`src/rtl/core/vector3_normalize_unit_assert.svh`:
```
// Assertion macros shared by the vector normalize RTL.
`ifndef VECTOR3_NORMALIZE_UNIT_ASSERT_SVH
`define VECTOR3_NORMALIZE_UNIT_ASSERT_SVH

// Same-cycle implication, checked on every edge outside reset.
`define V3N_ASSERT_NOW(lbl, ante, cons, msg) \
  lbl: assert property (@(posedge clk) disable iff (rst) (ante) |-> (cons)) \
    else $error(msg);

// Next-cycle implication.
`define V3N_ASSERT_NEXT(lbl, ante, cons, msg) \
  lbl: assert property (@(posedge clk) disable iff (rst) (ante) |=> (cons)) \
    else $error(msg);

`endif

```
`src/rtl/core/v3n_pkg.sv`:
```
// Shared constants and types of the vector normalize unit.
package v3n_pkg;

  // One root bit per square-root stage, one quotient bit per divide stage.
  localparam int SQRT_STEPS = 32;
  localparam int DIV_STEPS  = 31;

  // Values that ride along the square-root pipeline.
  typedef struct packed {
    logic [2:0]       neg;
    logic [2:0][31:0] absv;
    logic             zero;
  } side_t;

  // Values that ride along the divide pipeline.
  typedef struct packed {
    logic [2:0]  neg;
    logic        zero;
    logic [31:0] mag;
  } tail_t;

endpackage

```
`src/rtl/core/v3n_div_pipe.sv`:
```
// Pipelined restoring divider: (num << 30) / den, one quotient bit per stage.
module v3n_div_pipe import v3n_pkg::*; (
  input  logic                 clk,
  input  logic                 advance,
  input  logic [31:0]          num,
  input  logic [31:0]          den,
  output logic [DIV_STEPS-1:0] quot
);

  logic [32:0]          rem [DIV_STEPS+1];
  logic [31:0]          dv  [DIV_STEPS+1];
  logic [DIV_STEPS-1:0] q   [DIV_STEPS+1];

  // num never exceeds den, so the first step needs no shift
  assign rem[0] = {1'b0, num};
  assign dv[0]  = den;
  assign q[0]   = '0;

  for (genvar k = 0; k < DIV_STEPS; k++) begin : g_step
    logic [32:0] part;
    logic        fits;

    always_comb begin
      if (k == 0) begin
        part = rem[k];
      end else begin
        part = {rem[k][31:0], 1'b0};
      end
      fits = part >= {1'b0, dv[k]};
    end

    always_ff @(posedge clk) begin
      if (advance) begin
        rem[k+1] <= fits ? part - {1'b0, dv[k]} : part;
        dv[k+1]  <= dv[k];
        q[k+1]   <= {q[k][DIV_STEPS-2:0], fits};
      end
    end
  end

  assign quot = q[DIV_STEPS];

endmodule

```
`config.mk`:
```
export PLATFORM = sky130hd
export DESIGN_NAME = v3n_div_pipe
export DESIGN_NICKNAME = d
export VERILOG_FILES = /design/src/rtl/core/vector3_normalize_unit_assert.svh /design/src/rtl/core/v3n_pkg.sv /design/src/rtl/core/v3n_div_pipe.sv
export SDC_FILE = /design/constraint.sdc
export NUM_CORES = 2
export LEC_CHECK = 0
export BUFFER_PORTS_ARGS = -buffer_cell sky130_fd_sc_hd__buf_2
export CORE_AREA = 2 2 497 548
export DETAILED_ROUTE_END_ITERATION = 10
export DIE_AREA = 0 0 499 550
export GPL_TIMING_DRIVEN = 0
export PLACE_DENSITY_LB_ADDON = 0.08
export SLEW_MARGIN = 20
export SYNTH_ARGS = -nofsm -noshare
export SYNTH_HDL_FRONTEND = slang
export SYNTH_SLANG_ARGS = --single-unit
```
`constraint.sdc`:
```
create_clock -name clk -period 3.7 [get_ports clk]
set_clock_uncertainty 0.15 [all_clocks]
set_input_delay 0.74 -clock clk [delete_from_list [all_inputs] [get_ports clk]]
set_output_delay 0.74 -clock clk [all_outputs]
set_load 0.02 [all_outputs]
```
; ---- Word level (Yosys, flattened, before mapping)
; Index checks and enable logic that the tools add are counted.
[totals]
output_inout_bits = 31
word_cells = 211
regBits = 2416
[classes]
addsub = 30
magnitude_cmp = 31
n_mux = 30
[ops]
columns = op, count
row1 = $ge 33x32->1, 30
row2 = $mux 32, 30
row3 = $sub 32x32->32, 30
row4 = $ge 32x32->1, 1

; ---- Longest topological paths before layout
[logic_depth]
depth_word = 2
depth_mapped = 16
mapped_depth_nobuf = 14

; ---- Worst setup path after synthesis
; Ideal clock, no wire load.
[synth_timing]
path_kind = input to register
start = input num[0]
end = register rem, in the netlist g_step[1].part[11], data pin
required_ns = 3.290
path_slack_ns = -0.379
setup_time_ns = 0.260
n_path_buf = 1
arrival_time_ns = 3.669
cell_stages = 14
path_cell_list = inv_1 > ha_1 > fa_1 > nor2b_1 > o311a_1 > o31ai_1 > a31oi_1 > a41oi_1 > a211o_1 > a21o_1 > a21oi_1 > o22a_1 > clkbuf_1 > mux2_2
[synth_between]
elab_chain_cells = 2
elab_cells_between_ends = 3
classes_between = 1 x add/sub / 1 x order compare / 1 x mux
[synth_lines]
columns = item, line_no
row1 = "start, declared", v3n_div_pipe.sv:5  ; input logic [31:0] num,
row2 = $sub 32x32->32 or $ge 32x32->1 (tied branches), "v3n_div_pipe.sv:34, v3n_div_pipe.sv:29"
row3 = $mux 32 *, v3n_div_pipe.sv:34  ; rem[k+1] <= fits ? part - {1'b0, dv[k]} : part;
row4 = "end signal, assigned by index", v3n_div_pipe.sv:34
row5 = "end, declared", v3n_div_pipe.sv:10  ; logic [32:0] rem [DIV_STEPS+1];
; Mark *: on every way between the ends. The rest lies on a longest branch, timed or not.
; A chain may end at the register's enable or synchronous reset.

; ---- Worst setup path in the final report
[layout_timing]
start = register dv[651] (netlist bit)
end = register rem, in the netlist g_step[12].part[3], data pin
[layout_between]
elab_chain_cells = 2
[layout_lines]
columns = item, line_no
row1 = "start, declared", v3n_div_pipe.sv:11  ; logic [31:0] dv [DIV_STEPS+1];
row2 = "start signal, assigned by index", v3n_div_pipe.sv:35  ; dv[k+1] <= dv[k];
row3 = $ge 33x32->1, v3n_div_pipe.sv:29  ; fits = part >= {1'b0, dv[k]};
row4 = $mux 32, v3n_div_pipe.sv:34
; Every way passes these cells.

==> flow_metrics.env <==
export IMPL_cp_required_ps=4110
export IMPL_synth_nets=12782
export IMPL_synthSimpleGateAreaFrac_pct=8.76
export IMPL_setup_ws_ps=-158
export IMPL_fmax_mhz=259
export IMPL_synth_top_family_by_area="compound AO/OA/AOI/OAI gates"
export IMPL_setup_tns_final_ps=-7560
export IMPL_syn_cell_area_um2=134000
export IMPL_post_route_min_period_ps=3860
export IMPL_yosysWarnings=0
export IMPL_ys_types=95
export IMPL_synth_area_mux_share_pct=3.71
export IMPL_grt_max_degree=153
export IMPL_critical_path_buf_inv_count=3
export IMPL_grt_pass1_vias=90264
export IMPL_seq_area_um2=72500
export IMPL_syn_instance_count=11695
export IMPL_synth_seq_cells=2416
export IMPL_cp_max_fo=6
export IMPL_nets=13643
export IMPL_drive_above_1_share_pct=18.0
export IMPL_synth_seq_area_share_pct=54.1
export IMPL_routed_via_density=5.65
export IMPL_fin_crit_sh_pct=104
export IMPL_numCtsBuffers=273
export IMPL_path_clk_slew_ps=60
export IMPL_area_growth_pct=18.3
export IMPL_gp_congestion=0.917
export IMPL_vias=92134
export IMPL_finalMaxSlewViolations=0
export IMPL_status="complete, but fails checks"
export IMPL_tightest_slew_ps=910
export IMPL_hold_path_class="input port to flop"
export IMPL_fillers=22015
export IMPL_grt_ovfl_total=0
export IMPL_track_usage_pct=24.5
export IMPL_synth_compound_area_share_pct=14.1
export IMPL_die_w_um=499
export IMPL_cts_path_max_buffers=4
export IMPL_drv_cap=0
export IMPL_root_buffer="clkbuf_16"
export IMPL_setup_violations=84
export IMPL_start_util_pct=49.8
export IMPL_clock_sinks=2416
export IMPL_drt_iter0_markers=6556
export IMPL_wl_um=350000
export IMPL_synth_top_area_cell="edfxtp_1"
export IMPL_max_stage_delay_ps=430
export IMPL_antenna_left=0
export IMPL_synth_edf_count=2416
export IMPL_drc=0
export IMPL_synth_flop_cell="edfxtp_1"
export IMPL_grt_antenna_before_repair=4
export IMPL_wl_per_cell_um=21.5
export IMPL_core_area_um2=269000
export IMPL_synth_area_top_cells="edfxtp_1, ha_1, a21oi_1, mux2_2, inv_1"
export IMPL_num_rows=200
export IMPL_drt_first_pass_iters=6
export IMPL_synth_xor_area_share_pct=5.21
export IMPL_crit_family="compound AO/OA/AOI/OAI gates"
export IMPL_ioPinCount=97
export IMPL_crit_top_cell="a221o_1"
export IMPL_port_buffers=96
export IMPL_violations="setup timing"
export IMPL_relSlewSlack_pct=39.3
export IMPL_end_kind="flop"
export IMPL_ir_worst_vdd_mv=0.541
export IMPL_netlist_area_leader_share_pct=54.1
export IMPL_crit_type="flop to flop"
export IMPL_postLayoutCellArea_um2=159000
export IMPL_pre_cts_ws_ps=-1530
export IMPL_power_density_nw_per_um2=939
export IMPL_synthArstFlopShare_pct=0
export IMPL_clk_latency_ps=860
export IMPL_cp_start_kind="flop"
export IMPL_placed_cell_area_um2=140000
export IMPL_crit_chain="inv_2 > ha_4 > a21o_1 > a21oi_2 > nor2b_1 > or3_1 > o22a_2 > a221o_1 > a221oi_4 > o21ai_2 > a221o_1 > buf_6 > buf_12 > nor2_4 > a21oi_4"
export IMPL_dieArea_um2=274000
export IMPL_worst_endpoint_arrival_ps=4270
export IMPL_rsz0062_at_grt="yes"
export IMPL_crit_slowest_cell="edfxtp_1"
export IMPL_tritoncts="yes"
export IMPL_multi_input_area_um2=60500
export IMPL_hold_viol_final=0
export IMPL_yosys_area_share_adder_pct=9.70
export IMPL_p_leak_uw=0.0646
export IMPL_htreeDepth=5
export IMPL_grt_pass1_wl_um=525000
export IMPL_syn_avg_cell_area_um2=11.5
export IMPL_dp_hpwl_um=255000
export IMPL_die_h_um=550
## cells in the mapped netlist, drive strengths merged (171+ instances only)
master  count
nand2     756
mux2      423
inv      1214
a21oi     967
nand3     214
ha        991
xor2      308
nor2      666
o21ai     770
a21o      463
edfxtp   2416
clkbuf    171
xnor2     489
## metrics by stage
stage / total power (µW) / utilization (%) / std cells / hold WS [ps]
global route: 158000 / 58.9 / 16299 / 28.0
finish: 149000 / 58.9 / 16301 / 69.4
global placement: 111000 / 51.7 / 15326 / 250
detailed placement: 109000 / 51.9 / 15344 / 255
CTS: 143000 / 57.2 / 16098 / 3.08
floorplan: 90600 / - / 11695 / 250
## sequential cells by signal, indices dropped and copies added, names as in the netlist
signal and cells:
dv 960, quot 31, q 465, g_step.part 960
## worst register-to-register path, delay by kind of cell (launching register included)
family / cells / cell delay, ps
compound gates: 8 / 1870
fa+ha+maj: 1 / 200
flops: 1 / 430
simple gates: 3 / 460
buf+inv: 3 / 440
## power by group
group / leakage, µW / switching [µW] / internal [µW]
registers: 0.0236 / 5170 / 41000
logic: 0.0368 / 41000 / 35100
clock network: 0.00419 / 11200 / 15500
## final cells by class
class                           count  area share, %
Clock buffer                      317           4.51
Tap cell                         3535           2.79
Clock inverter                    163          0.966
Buffer                            244           1.38
Inverter                         1214           2.88
Antenna cell                        5        0.00789
Timing Repair Buffer              612           3.57
Multi-Input combinational cell   7795           38.1
Sequential cell                  2416           45.8
## cells by family (layout without fill, tap and decap cells)
logic type,after synthesis,in the layout
compound gates,3044,3045
buf+inv,1485,2550
simple gates,2488,2488
flops,2416,2416
mux,444,444
xor+xnor,797,797
other cells,0,5
fa+ha+maj,1021,1021
## per-layer routing
layer	up-vias	GRT usage, %	share of wire [%]
met4	0	7.52	3.1
li1	44557	-	-
met5	-	0	0
met1	44917	31.1	42
met2	2073	43.7	51
met3	587	2.87	4.1
## layout by cell type, fill, tap and decap left out, drive strengths merged, types with 43 or more instances in the layout
cell type  netlist  layout
buf            100     681
nand2          756     756
o31a            43      43
or3             43      43
a211oi          64      64
a31oi           83      83
nor2           666     666
nand4          139     139
clkinv           0      97
and2            50      50
o31ai           70      70
a21oi          967     967
xnor2          489     489
ha             991     991
o21ai          770     771
nand2b         141     141
o21bai         104     104
mux2           423     423
edfxtp        2416    2416
xor2           308     308
a21o           463     463
nor2b          143     143
nor3           135     135
o21a           160     160
and3            67      67
nand3          214     214
clkbuf         171     458
inv           1214    1234
## repair_timing
action,4_1_cts,5_1_grt
pin swaps,145,241
hold endpoints to repair,33,0
endpoints found under the setup margin,1190,1337
buffers inserted,235,199
cloned,18,20
hold buffers,33,0
resized for setup,803,722
## final timing paths
kind | startpoint | cells after the start | slack, ps | endpoint
min reg2reg | q[496] | 0 | 260 | q[466]
min | num[26] | 2 | 70 | g_step[1].part[27]
max reg2reg | dv[651] | 15 | -160 | g_step[12].part[3]
max | dv[651] | 15 | -160 | g_step[12].part[3]
Power figures use the tool's default switching activity.
